File: src/hw/rtl/assert_macros.svh
// ----------------------------------------------------------------------------
// Assertion macros
// Shared concurrent assertion wrappers for the range reducer RTL.
// ----------------------------------------------------------------------------
`ifndef ASSERT_MACROS_SVH
`define ASSERT_MACROS_SVH

// Property checked on every clock edge outside reset.
`define URR_ASSERT(label, clk, rst_n, prop, msg) \
    label: assert property (@(posedge clk) disable iff (!(rst_n)) (prop)) \
        else $error(msg);

// Implication checked on every clock edge outside reset.
`define URR_ASSERT_IMPL(label, clk, rst_n, ante, cons, msg) \
    label: assert property (@(posedge clk) disable iff (!(rst_n)) (ante) |-> (cons)) \
        else $error(msg);

`endif

File: src/hw/rtl/urr_pkg.sv
// ----------------------------------------------------------------------------
// urr_pkg
// Types and constants shared by the unbiased range reducer modules.
// ----------------------------------------------------------------------------
package urr_pkg;

    localparam int RandomBitsDefault = 64;
    localparam int WordW  = 64;
    localparam int BoundW = 32;
    localparam int DiamW  = BoundW + 1;
    localparam int QDepth = 4;

    // item classes decided by the front end
    localparam logic [2:0] K_FIXED   = 3'd0;
    localparam logic [2:0] K_INVALID = 3'd1;
    localparam logic [2:0] K_RETRY   = 3'd2;
    localparam logic [2:0] K_POS     = 3'd3;
    localparam logic [2:0] K_NEG     = 3'd4;

    localparam logic [1:0] ST_OK      = 2'd0;
    localparam logic [1:0] ST_RETRY   = 2'd1;
    localparam logic [1:0] ST_INVALID = 2'd2;

    typedef struct packed {
        logic [2:0]        kind;
        logic [BoundW-1:0] span;   // diameter - 1
        logic [BoundW-1:0] base;   // low bound, or the fixed value
        logic [WordW-1:0]  word;
    } t_item;

endpackage

File: src/hw/rtl/urr_queue.sv
// ----------------------------------------------------------------------------
// urr_queue
// Short FIFO between front end and back end, registered read data.
// ----------------------------------------------------------------------------
`include "assert_macros.svh"

module urr_queue (
    input  logic           i_clk,
    input  logic           i_rst_n,
    input  logic           i_push,
    input  urr_pkg::t_item i_item,
    output logic           o_full,
    output logic           o_valid,
    output urr_pkg::t_item o_item
);
    import urr_pkg::*;

    localparam int AW = $clog2(QDepth);

    t_item          r_mem [QDepth];
    logic [AW-1:0]  r_wr, r_rd;
    logic [AW:0]    r_cnt, n_cnt;
    logic           r_valid;
    t_item          r_out;
    logic           pop;

    assign o_full  = r_cnt == (AW+1)'(QDepth);
    assign pop     = r_cnt != '0;
    assign o_valid = r_valid;
    assign o_item  = r_out;

    always_comb begin
        n_cnt = r_cnt;
        if (i_push && !pop) begin
            n_cnt = r_cnt + 1'b1;
        end else if (!i_push && pop) begin
            n_cnt = r_cnt - 1'b1;
        end
    end

    always_ff @(posedge i_clk) begin
        if (!i_rst_n) begin
            r_wr    <= '0;
            r_rd    <= '0;
            r_cnt   <= '0;
            r_valid <= 1'b0;
        end else begin
            if (i_push) begin
                r_wr <= r_wr + 1'b1;
            end
            if (pop) begin
                r_rd <= r_rd + 1'b1;
            end
            r_cnt   <= n_cnt;
            r_valid <= pop;
        end
    end

    always_ff @(posedge i_clk) begin
        if (i_push) begin
            r_mem[r_wr] <= i_item;
        end
        if (pop) begin
            r_out <= r_mem[r_rd];
        end
    end

    `URR_ASSERT(a_no_overflow, i_clk, i_rst_n, !(i_push && o_full), "push into full queue")
    `URR_ASSERT(a_cnt_range, i_clk, i_rst_n, r_cnt <= (AW+1)'(QDepth), "queue count out of range")

endmodule

File: config.mk
export PLATFORM = sky130hd
export DESIGN_NAME = urr_queue
export DESIGN_NICKNAME = d
export VERILOG_FILES = /design/src/hw/rtl/urr_pkg.sv /design/src/hw/rtl/urr_queue.sv
export VERILOG_INCLUDE_DIRS = /design/src /design/src/hw/rtl
export SDC_FILE = /design/constraint.sdc
export NUM_CORES = 1
export LEC_CHECK = 0
export BUFFER_PORTS_ARGS = -buffer_cell sky130_fd_sc_hd__buf_4
export CAP_MARGIN = 40
export CORE_MARGIN = 3
export CORE_UTILIZATION = 62
export CTS_CLUSTER_SIZE = 25
export DETAILED_ROUTE_END_ITERATION = 8
export GPL_ROUTABILITY_DRIVEN = 0
export PLACE_DENSITY = 0.92
export SYNTH_ARGS = -nofsm -noshare
export SYNTH_HDL_FRONTEND = slang
export SYNTH_SLANG_ARGS = --single-unit
export TNS_END_PERCENT = 50
File: constraint.sdc
create_clock -name i_clk -period 8.4 [get_ports i_clk]
set_input_delay 1.26 -clock i_clk [delete_from_list [all_inputs] [get_ports i_clk]]
set_output_delay 1.26 -clock i_clk [all_outputs]
set_load 0.01 [all_outputs]
== Yosys cells after proc, flatten, opt, wreduce, memory -nomap -nowiden ==
Memory sizes are Yosys's and may differ from the RTL's. A register that Yosys moved wholly into a read port is not among the register bits.
Index checks and enable logic that the tools add are counted.

* Register bits after elaboration: 8
* Bits in writable memories: 524
* Bits of input ports: 134
* Output and inout bits: 133
* Logic and storage cells: 20
* Memories: 1

{| class="wikitable"
|+ Memory list
! name !! words !! bits a word !! read ports !! clocked after memory_dff !! wr ports !! RTL line !! source
|-
| r_mem || 4 || 131 || 1 || 1 || 1 || urr_queue.sv:20 || <nowiki>t_item r_mem [QDepth];</nowiki>
|}

* Add/sub/neg operators: 4
* Eq/ne operators: 1
* Mux-type cells: 4
* Reductions and logical operators: 6

{| class="wikitable"
|+ Operator list
! kind !! number
|-
| $mux W3 || 2
|-
| $add A2 B1 Y2 const B || 2
|-
| $add A3 B1 Y3 const B || 1
|-
| $eq A3 B3 Y1 const B || 1
|-
| $reduce_bool A3 Y1 || 1
|-
| $sub A3 B1 Y3 const B || 1
|-
| $logic_and A1 B1 Y1 || 2
|-
| $logic_not A1 Y1 || 2
|-
| $mux W1 || 2
|-
| $reduce_bool A2 Y1 || 1
|}

== Logic depth before layout (Yosys ltp) ==
* Depth in word-level cells: 4
* Depth in mapped cells: 6
* Gate-level depth less buffers: 5

== Worst setup path after synthesis ==
Ideal clock, no wire load.

* Path kind: input to register
* Start point: input port i_push
* End point: memory r_mem[0][0] (netlist name) (enable)
* Library setup time: 505 ps
* Arrival time: 4,260 ps
* Required time: 7,895 ps
* Setup slack: 3,635 ps
* Stages on the path: 1
* Path buffers: 0
* Cell sequence: and2_1

* Longest elaborated chain between the ends: 2

{| class="wikitable"
|+ RTL lines
! item !! RTL line !! source
|-
| start, declared || urr_queue.sv:10 || <nowiki>input logic i_push,</nowiki>
|-
| $mux W1 || urr_queue.sv:60 || <nowiki>if (i_push) begin</nowiki>
|-
| $mux W1 (implied by the code) || urr_queue.sv:61 || <nowiki>r_mem[r_wr] <= i_item;</nowiki>
|-
| end, declared || urr_queue.sv:20 ||
|}

Every way passes these cells.

== Final worst setup path ==
* Start point: register r_cnt[0]
* End point: output port o_full

* Longest elaborated chain between the ends: 1

{| class="wikitable"
|+ RTL lines
! item !! RTL line !! source
|-
| start, declared || urr_queue.sv:22 || <nowiki>logic [AW:0] r_cnt, n_cnt;</nowiki>
|-
| start signal, assigned || urr_queue.sv:54 || <nowiki>r_cnt <= n_cnt;</nowiki>
|-
| $eq A3 B3 Y1 || urr_queue.sv:27 || <nowiki>assign o_full = r_cnt == (AW+1)'(QDepth);</nowiki>
|-
| end, declared || urr_queue.sv:12 || <nowiki>output logic o_full,</nowiki>
|}

Every way passes these cells.

==> results.cfg <==
[critical_path]
crit_fanout = 7
critical_path.endpoint_type = primary output
crit_required_ns = 7.14
r2r-start = r_rd[0]
worstPathArrival_ns = 1.57
worstSetupStartpoint = r_cnt[0]
start_kind = register
critPathKind = register to primary output

[clock_network]
cts_resized = 0
htree_levels = 2
cts_setup_buffers = 0
cts_root_buf = clkbuf_16
worstSkewPairLatency_ns = 0.60
cts_max_path_buffers = 3
cts.sinks = 663
cts_tree = yes
path_clk_slew_ns = 0.06
postCtsHoldBufs = 0
cts_buffers = 61

[placement]
numPortBuffers = 266
dp_slack_ns = 5.18
placed_area_mm2 = 0.0260
dpl.hpwl_mm = 26.2
dp.cells = 1584

[cells_and_area]
final_layout_size_suffix_gt1_share_pct = 40.9
multi_input_area_mm2 = 0.00321
nets = 1318
fill_cells = 1906
layout_common_cells = 655 x edfxtp_1, 274 x buf_4, 131 x mux4_2
final_common_cell = edfxtp_1
fin_cells = 1695
regArea_mm2 = 0.0198
design_area_mm2 = 0.0278
areaGrowthSynthToFinish_pct = 19.7

[pwr]
leakage_nw = 9.36
power_density_mw_per_mm2 = 324
vdd_drop_max_uv = 212

[grt]
overflow = 0
grt_antenna_before_repair = 4
grt_pass1_vias = 10598
grt_max_degree = 83
grt_pass1_wl_mm = 65.2
grt_use_total_pct = 22.5

[worst_hold_path]
hp-start = r_cnt[2]
hp-class = register to register

[sta]
min_period_ns = 2.83
tightest_slew_ns = 0.862
rsz0062_at_grt = no
fmax_mhz = 353
max-slew-margin-rel_pct = 42.6
timing.final.max_slew_violations = 0
tns_ns = 0
holdWs_ns = 0.507
clock_skew_ns = 0.0119
hold_viol = 0
setup_ws_ns = 5.57
timing.final.crit_share_pct = 33.7
setup-violations-final = 0

[die]
chipHeight_um = 200
start_util_pct = 63.2
core_area_mm2 = 0.0368
io_pins = 267
dieArea_mm2 = 0.0399
die_w_um = 200
rows = 70

[routing]
drt_wl_total_mm = 44.4
wl_per_cell_um = 26.2
ant_nets = 0
drt-initial-drc-count = 614
dr_total_vias = 10117
viasPerCell = 5.97
drc_errors = 0
drt_pass1_iterations = 5

[yosys]
yosysSeqAreaShare_pct = 85.3
netlist.area_leader.share_pct = 84.6
synth.area.top_cells = edfxtp_1 85%, mux4_2 13%, dfxtp_1 0.69%
synthesis.nets = 1000
ys_warn_count = 0
ys_types = 24
syn_area_mm2 = 0.0233
yosys.area.top_type = edfxtp_1
synth_cells = 861
syn_avg_cell_area_um2 = 27.0
ys_ff_latch = 663

[flow_run]
cap_violations = 0

[outcome]
status = complete, no violations
## worst max-delay path, stage by stage (launching register included)
cell     delay, ns
dfxtp_1       0.37
nor3b_1       0.40
buf_4         0.20
## Yosys cell counts
master    count
edfxtp_1    655
mux4_2      131
buf_2        17
buf_6         9
dfxtp_1       8
and2_1        7
ha_1          5
clkbuf_1      4
inv_1         3
mux2i_1       2
nand2b_1      2
nor2b_1       2
o21ai_0       2
or3_1         2
xnor2_1       2
xor2_1        2
a21boi_0      1
a21o_1        1
and3_1        1
buf_4         1
nand2_1       1
nor3_1        1
nor3b_1       1
o31ai_1       1
## cell type report
cell class / count / area share (%)
Timing Repair Buffer: 286 / 8.55
Inverter: 3 / 0.0584
Clock buffer: 80 / 5.89
Multi-Input combinational cell: 164 / 11.5
Sequential cell: 663 / 71.3
Antenna cell: 3 / 0.0270
Tap cell: 468 / 2.10
Clock inverter: 28 / 0.566
## metal layers
metal | GRT usage (%) | vias up | wire length (um) | share of wire (%)
li1 | - | 4321 | - | -
met1 | 30.3 | 5299 | 16800 | 38
met2 | 36.8 | 400 | 23100 | 52
met3 | 4.65 | 93 | 2970 | 6.7
met4 | 9.77 | 4 | 1590 | 3.6
met5 | 0 | - | 27 | 0.061
## cell families (layout without fill, tap and decap cells)
kind of cell	after synthesis	count (layout)	synth area share, %
adders and majority gates	5	5	0.269
and+or+nand+nor	17	17	0.447
buffers and inverters	34	397	0.947
muxes	133	133	12.8
AOI/OAI and AO/OA	5	5	0.140
DFF	663	663	85.3
xor gates and xnor gates	4	4	0.151
other	0	3	0
## through the flow
| stage | power, mW | utilization, % |
|---|---|---|
| 6_report | 9.02 | 75.7 |
| 5_1_grt | 9.37 | 75.7 |
| 4_1_cts | 9.13 | 75.7 |
| 3_5_place_dp | 6.61 | 70.8 |
| 3_3_place_gp | 6.48 | 69.9 |
| 2_1_floorplan | 5.68 | - |
## state kept, by name (all words and copies together), names as in the netlist
name	cells
o_item	131
r_cnt	3
o_valid	1
r_wr	2
r_mem	524
r_rd	2
## worst paths after layout
| path | to | slack [ns] | depth (start not counted) |
|---|---|---|---|
| setup / recovery | o_full | 5.57 | 2 |
| hold / removal | r_cnt[2] | 0.51 | 2 |
| setup reg to reg | o_item[19] | 5.86 | 3 |
| hold reg to reg | r_cnt[2] | 0.51 | 2 |
## power by group
| group | switching, mW | internal [mW] |
|---|---|---|
| logic | 0.960 | 0.989 |
| clock network | 1.11 | 1.39 |
| registers | 0.250 | 4.32 |
Power figures use the tool's default switching activity.
