===== config.mk =====
export PLATFORM = sky130hd
export DESIGN_NAME = urr_front
export DESIGN_NICKNAME = d
export VERILOG_FILES = /design/src/hw/rtl/assert_macros.svh /design/src/hw/rtl/urr_pkg.sv /design/src/hw/rtl/urr_front.sv
export SDC_FILE = /design/constraint.sdc
export NUM_CORES = 1
export LEC_CHECK = 0
export CAP_MARGIN = 25
export CELL_PAD_IN_SITES_DETAIL_PLACEMENT = 1
export CELL_PAD_IN_SITES_GLOBAL_PLACEMENT = 1
export CORE_MARGIN = 5
export CORE_UTILIZATION = 35
export CTS_BUF_LIST = sky130_fd_sc_hd__clkbuf_2
export CTS_CLUSTER_SIZE = 8
export DETAILED_ROUTE_END_ITERATION = 16
export DONT_BUFFER_PORTS = 1
export PLACE_DENSITY = 0.72
export SYNTH_ARGS = -nofsm -noshare
export SYNTH_HDL_FRONTEND = slang
export SYNTH_SLANG_ARGS = --single-unit

===== constraint.sdc =====
create_clock -name i_clk -period 11.4 [get_ports i_clk]
set_clock_uncertainty 0.2 [all_clocks]
set_input_delay 0 -clock i_clk [delete_from_list [all_inputs] [get_ports i_clk]]
set_output_delay 0 -clock i_clk [all_outputs]
set_load 0.01 [all_outputs]

===== src/hw/rtl/assert_macros.svh =====
// ----------------------------------------------------------------------------
// Assertion macros
// Shared concurrent assertion wrappers for the range reducer RTL.
// ----------------------------------------------------------------------------
`ifndef ASSERT_MACROS_SVH
`define ASSERT_MACROS_SVH

// Property checked on every clock edge outside reset.
`define URR_ASSERT(label, clk, rst_n, prop, msg) \
    label: assert property (@(posedge clk) disable iff (!(rst_n)) (prop)) \
        else $error(msg);

// Implication checked on every clock edge outside reset.
`define URR_ASSERT_IMPL(label, clk, rst_n, ante, cons, msg) \
    label: assert property (@(posedge clk) disable iff (!(rst_n)) (ante) |-> (cons)) \
        else $error(msg);

`endif


===== src/hw/rtl/urr_pkg.sv =====
// ----------------------------------------------------------------------------
// urr_pkg
// Types and constants shared by the unbiased range reducer modules.
// ----------------------------------------------------------------------------
package urr_pkg;

    localparam int RandomBitsDefault = 64;
    localparam int WordW  = 64;
    localparam int BoundW = 32;
    localparam int DiamW  = BoundW + 1;
    localparam int QDepth = 4;

    // item classes decided by the front end
    localparam logic [2:0] K_FIXED   = 3'd0;
    localparam logic [2:0] K_INVALID = 3'd1;
    localparam logic [2:0] K_RETRY   = 3'd2;
    localparam logic [2:0] K_POS     = 3'd3;
    localparam logic [2:0] K_NEG     = 3'd4;

    localparam logic [1:0] ST_OK      = 2'd0;
    localparam logic [1:0] ST_RETRY   = 2'd1;
    localparam logic [1:0] ST_INVALID = 2'd2;

    typedef struct packed {
        logic [2:0]        kind;
        logic [BoundW-1:0] span;   // diameter - 1
        logic [BoundW-1:0] base;   // low bound, or the fixed value
        logic [WordW-1:0]  word;
    } t_item;

endpackage


===== src/hw/rtl/urr_front.sv =====
// ----------------------------------------------------------------------------
// urr_front
// Accepts commands, classifies the bounds and registers one item for the queue.
// ----------------------------------------------------------------------------
module urr_front #(
    parameter int RANDOM_BITS = urr_pkg::RandomBitsDefault
) (
    input  logic                i_clk,
    input  logic                i_rst_n,
    input  logic                start,
    output logic                busy,
    input  logic [31:0]         i_range_low,
    input  logic [31:0]         i_range_high,
    input  logic [63:0]         i_random_word,
    input  logic                i_q_full,
    output logic                o_push,
    output urr_pkg::t_item      o_item
);
    import urr_pkg::*;

    localparam logic [WordW-1:0] Umax = {WordW{1'b1}} >> (WordW - RANDOM_BITS);

    logic  r_valid, n_valid;
    t_item r_item, n_item;
    logic  take;
    logic  lo_neg, hi_neg, over;

    assign busy   = r_valid && i_q_full;
    assign take   = start && !busy;
    assign o_push = r_valid && !i_q_full;
    assign o_item = r_item;

    assign lo_neg = i_range_low[31];
    assign hi_neg = i_range_high[31];
    assign over   = i_random_word > Umax;

    always_comb begin
        n_item.word = i_random_word;
        n_item.span = '0;
        n_item.base = '0;
        if (lo_neg) begin
            n_item.kind = K_INVALID;
        end else if (i_range_low == i_range_high) begin
            n_item.kind = K_FIXED;
            n_item.base = i_range_high;
        end else if (i_range_low == '0 && hi_neg) begin
            n_item.kind = over ? K_RETRY : K_NEG;
            n_item.span = 32'd0 - i_range_high;   // 2^31 falls out for the min bound
        end else if (hi_neg || i_range_low > i_range_high) begin
            n_item.kind = K_INVALID;
        end else begin
            n_item.kind = over ? K_RETRY : K_POS;
            n_item.span = i_range_high - i_range_low;
            n_item.base = i_range_low;
        end
    end

    always_comb begin
        n_valid = r_valid;
        if (take) begin
            n_valid = 1'b1;
        end else if (o_push) begin
            n_valid = 1'b0;
        end
    end

    always_ff @(posedge i_clk) begin
        if (!i_rst_n) begin
            r_valid <= 1'b0;
        end else begin
            r_valid <= n_valid;
        end
        if (take) begin
            r_item <= n_item;
        end
    end

endmodule


==> summary.md, run 1 <==
| Metric | Value |
|---|---|
| Status | `did not finish` |
| Stop stage | `clock tree synthesis` |
| Stop err | `[ERROR RSZ-0060] Max buffer count reached.` |
| Post-synthesis sequential area ratio | `56.9%` |
| CTS root buffer | `clkbuf_2` |
| Post-detail-place hpwl | `17600 um` |
| Cts hold-fix bufs | `180` |
| CTS-repair resized insts | `0` |
| CTS Buf Count | `17` |
| YS warnings | `0` |
| Boundary Pins | `265` |
| EDFF count, synth | `131` |
| Most common cell in the netlist | `edfxtp_1` |
| Avg Synthesized Cell Area | `11.4 um^2` |
| Synth cell count leaders | `131 x edfxtp_1, 58 x nand2_1, 49 x o21ai_0` |
| Ys async rst share | `0%` |
| Setup Buffers After CTS | `0` |
| Clk sinks | `132` |
| Placer Congestion | `0.851` |
| Row count | `51` |
| Syn_nets | `777` |
| Synth Instances | `611` |
| Die Y | `151 um` |
| FF+latch count, synth | `132` |
| Ys flop type | `edfxtp_1` |
| Port Buffers | `0` |
| Cell accounting for the most synthesized area | `edfxtp_1` |
| Synth Cell Area | `0.00695 mm^2` |
| Max Buffers Root-to-Sink | `2` |
| H-tree depth | `4` |
| Initial Util | `35.6%` |
| Area contributors post-synth | `edfxtp_1 57%, ha_1 5.9%, xor2_1 3.8%` |
| Top cell type's share of synthesized area | `56.6%` |
| Die width | `151 um` |
| Count of cell types in the netlist | `56` |
## cells by family after synthesis
kind of cell	synth area share, %
flops	56.9
xor+xnor	7.05
compound gates	14.4
fa+ha+maj	6.23
simple gates	12.2
buf+inv	3.33
## per-stage QoR
step | cell area (um^2) | instances | hold slack [ps] | worst slack, ps | util [%]
detailed placement | 7280 | 866 | -142 | 7840 | 37.3
global placement | 7260 | 865 | -146 | 7580 | 37.2
floorplan | 6950 | 611 | -154 | 4300 | -
==> run 2: changes to the inputs <==
==> config.mk (replaced) <==
export PLATFORM = sky130hd
export DESIGN_NAME = urr_front
export DESIGN_NICKNAME = d
export VERILOG_FILES = /design/src/hw/rtl/assert_macros.svh /design/src/hw/rtl/urr_pkg.sv /design/src/hw/rtl/urr_front.sv
export SDC_FILE = /design/constraint.sdc
export NUM_CORES = 1
export LEC_CHECK = 0
export CAP_MARGIN = 25
export CORE_MARGIN = 5
export CORE_UTILIZATION = 20
export DETAILED_ROUTE_END_ITERATION = 16
export DONT_BUFFER_PORTS = 1
export PLACE_DENSITY_LB_ADDON = 0.15
export SYNTH_ARGS = -nofsm -noshare
export SYNTH_HDL_FRONTEND = slang
export SYNTH_SLANG_ARGS = --single-unit
==> summary.md, run 2 <==
| Metric | Value |
|---|---|
| # DRC | `0` |
| CP Cell Sequence | `dlygate4sd3_1, inv_1, ha_1, fa_1, nor2b_1, o31a_1, o211ai_1, a21oi_1, nand2_1, a21oi_2, nand3_2, buf_4, inv_1, a22o_1, dlygate4sd3_1` |
| Pwr dens | `136 mW/mm^2` |
| FMAX | `228 MHz` |
| Ys flop type | `edfxtp_1` |
| Placed Instances | `1056` |
| Int Power | `0.990 mW` |
| Max Cap Violations | `0` |
| Final nets | `970` |
| Avg Synthesized Cell Area | `11.4 um^2` |
| Multi-input gate area | `0.00278 mm^2` |
| Top cell type's share of synthesized area | `56.6%` |
| Setup crit start kind | `input port` |
| Hold Fails Final Rpt | `2` |
| Count of cell types in the netlist | `56` |
| Placeable Area | `0.0345 mm^2` |
| Final setup fails | `0` |
| CP bufs+invs | `5` |
| Commonest cells after routing, fill and taps aside | `184 x dlygate4sd3_1, 131 x edfxtp_1, 58 x nand2_1` |
| Cell accounting for the most synthesized area | `edfxtp_1` |
| Final TNS setup | `0 ps` |
| RSZ-0062 raised after global routing | `false` |
| Ys async rst share | `0%` |
| Initial Util | `20.2%` |
| WL final | `26400 um` |
| Grt met3 use | `5.20%` |
| Post-synthesis sequential area ratio | `56.9%` |
| EDFF count, synth | `131` |
| DIE AREA | `0.0386 mm^2` |
| R2R cell count | `4` |
| Switching pwr | `0.368 mW` |
| Final Util | `28.9%` |
| Data required, critical path | `11480 ps` |
| FF+latch count, synth | `132` |
| Area of placed instances | `0.00751 mm^2` |
| Most common cell after layout, fill and taps aside | `dlygate4sd3_1` |
| Syn_nets | `777` |
| CP top delay family | `buffers and inverters` |
| Boundary Pins | `265` |
| ANT nets after route | `0` |
| Clk sinks | `132` |
| CTS Buf Count | `17` |
| R2R setup slack | `8620 ps` |
| Slew Limit Fails | `0` |
| Pin count of the biggest net entering global routing | `73` |
| Initial DRC count | `217` |
| Sequential power share | `44.3%` |
| Synth Instances | `611` |
| Sw frac | `27.1%` |
| Port Buffers | `0` |
| Reg2reg start | `r_valid` |
| Clk slew on worst S/H paths | `70 ps` |
| Tcrit/Tclk final | `38.4%` |
| Failing checks | `negative hold slack` |
| Vias per cell | `4.36` |
| Critical Path AT | `4460 ps` |
| CTS root buffer | `clkbuf_16` |
| Most common cell in the netlist | `edfxtp_1` |
| Storage element area | `0.00395 mm^2` |
| Setup crit end kind | `flop` |
| Path type of the worst setup path | `input port to flop` |
| Busiest layer in global routing | `met2` |
| Worst skew pair latency | `410 ps` |
| Min cycle time layout | `4380 ps` |
| Met1 Use GR | `15.1%` |
| First-pass GRT wire length | `38100 um` |
| Critical Path Source | `i_range_high[0]` |
| Die Y | `196 um` |
| Worst min path class | `input port to flop` |
| Number of antenna violations at the first check in global routing | `0` |
| Synth Cell Area | `0.00695 mm^2` |
| Crit path capture | `o_item[64]` |
| Tot Pwr | `1.36 mW` |
| CTS-repair resized insts | `0` |
| CP max stage cell | `dlygate4sd3_1` |
| Leak Pwr | `3.71 nW` |
| R2r endpoint | `o_item[96]` |
| Synthesis-to-finish area growth | `43.1%` |
| Synth cell count leaders | `131 x edfxtp_1, 58 x nand2_1, 49 x o21ai_0` |
| CP Max Fanout | `32` |
| Vias in the first global route | `5807` |
| Crit. path cell count | `15` |
| Slowest Stage Delay on Critical Path | `620 ps` |
| Met2 Use GR | `23.2%` |
| YS warnings | `0` |
| Number of flip-flops in the largest register | `131` |
| H-tree depth | `4` |
| Placer Congestion | `0.834` |
| Layout cells sized above 1 | `6.49%` |
| Total GRT Usage | `13.2%` |
| Drt wl/cell | `20.8 um` |
| FILL cells | `3565` |
| DR vias | `5542` |
| Setup Buffers After CTS | `0` |
| Clock power share | `41.3%` |
| Die width | `196 um` |
| Diode count | `0` |
| Peak supply drop | `0.0719 mV` |
| Pre-antenna DRT Iters | `4` |
| Post-detail-place hpwl | `19600 um` |
| Final hold slack | `-12.8 ps` |
| Max Buffers Root-to-Sink | `2` |
| Tightest Pin Transition | `993 ps` |
| Area contributors post-synth | `edfxtp_1 57%, ha_1 5.9%, xor2_1 3.8%` |
| CTS tree | `built` |
| Worst slew margin | `33.3%` |
| Logic gate share of total power | `14.4%` |
| Cell area after layout | `0.00995 mm^2` |
| Status | `finished, violations left` |
| Row count | `68` |
| Total gr overflow | `0` |
| Fin cells | `1272` |
==> run 2: repair_timing <==
| item | CTS | global route |
|---|---|---|
| endpoints found under the setup margin | 0 | 0 |
| hold buffers | 181 | 3 |
| hold endpoints to repair | 132 | 3 |
==> run 2: layer usage <==
layer	vias to the layer above	wire (um)
met2	207	13100
met1	2666	10700
met4	0	290
met3	16	2340
li1	2653	-
met5	-	0
==> run 2: worst register-to-register path, delay by kind of cell, from the launching register on <==
family	cells	cell delay (ps)
buffers and inverters	2	1520
flip-flops	1	300
AND/OR/NAND/NOR	2	340
==> run 2: cell type report <==
type                    count  area share [%]
flip-flops and latches    132            39.7
multi-input cells         420            28.0
repair buffers            189            18.9
well taps                 455            5.72
clock buffers              17            4.28
clock inverters            15            1.72
inverters                  44            1.66
==> run 2: worst min-delay path by stage <==
stage	startpoint	to	cells after the start
final	i_range_low[13]	o_item[128]	4
after global routing	i_random_word[62]	o_item[62]	1
after CTS	i_random_word[18]	o_item[18]	1
after detailed placement	i_q_full	o_push	1
after global placement	i_q_full	o_push	1
after floorplan	i_q_full	o_push	1
==> run 2: cell families (layout without fill, tap and decap cells) <==
logic type / count (synthesis) / after routing / share of synthesized area, %
AOI/OAI and AO/OA: 159 / 159 / 14.4
xor gates and xnor gates: 56 / 56 / 7.05
adders and majority gates: 34 / 34 / 6.23
buffers and inverters: 59 / 265 / 3.33
DFF: 132 / 132 / 56.9
and+or+nand+nor: 171 / 171 / 12.2
==> run 2: through the flow <==
step	worst slack [ps]	hold slack [ps]
6_report	7020	-12.8
5_1_grt	6640	2.03
4_1_cts	6930	0.174
3_5_place_dp	7690	-144
3_3_place_gp	7850	-142
2_1_floorplan	4300	-154
==> run 2: power groups by stage <==
stage | Combinational, mW | Clock [mW] | Sequential, mW
floorplan | 0.109 | 0 | 0.608
global placement | 0.144 | 0 | 0.615
detailed placement | 0.143 | 0 | 0.615
CTS | 0.197 | 0.586 | 0.604
global route | 0.216 | 0.600 | 0.605
finish | 0.195 | 0.560 | 0.602
Note: power is estimated with default switching activity, not from simulation.
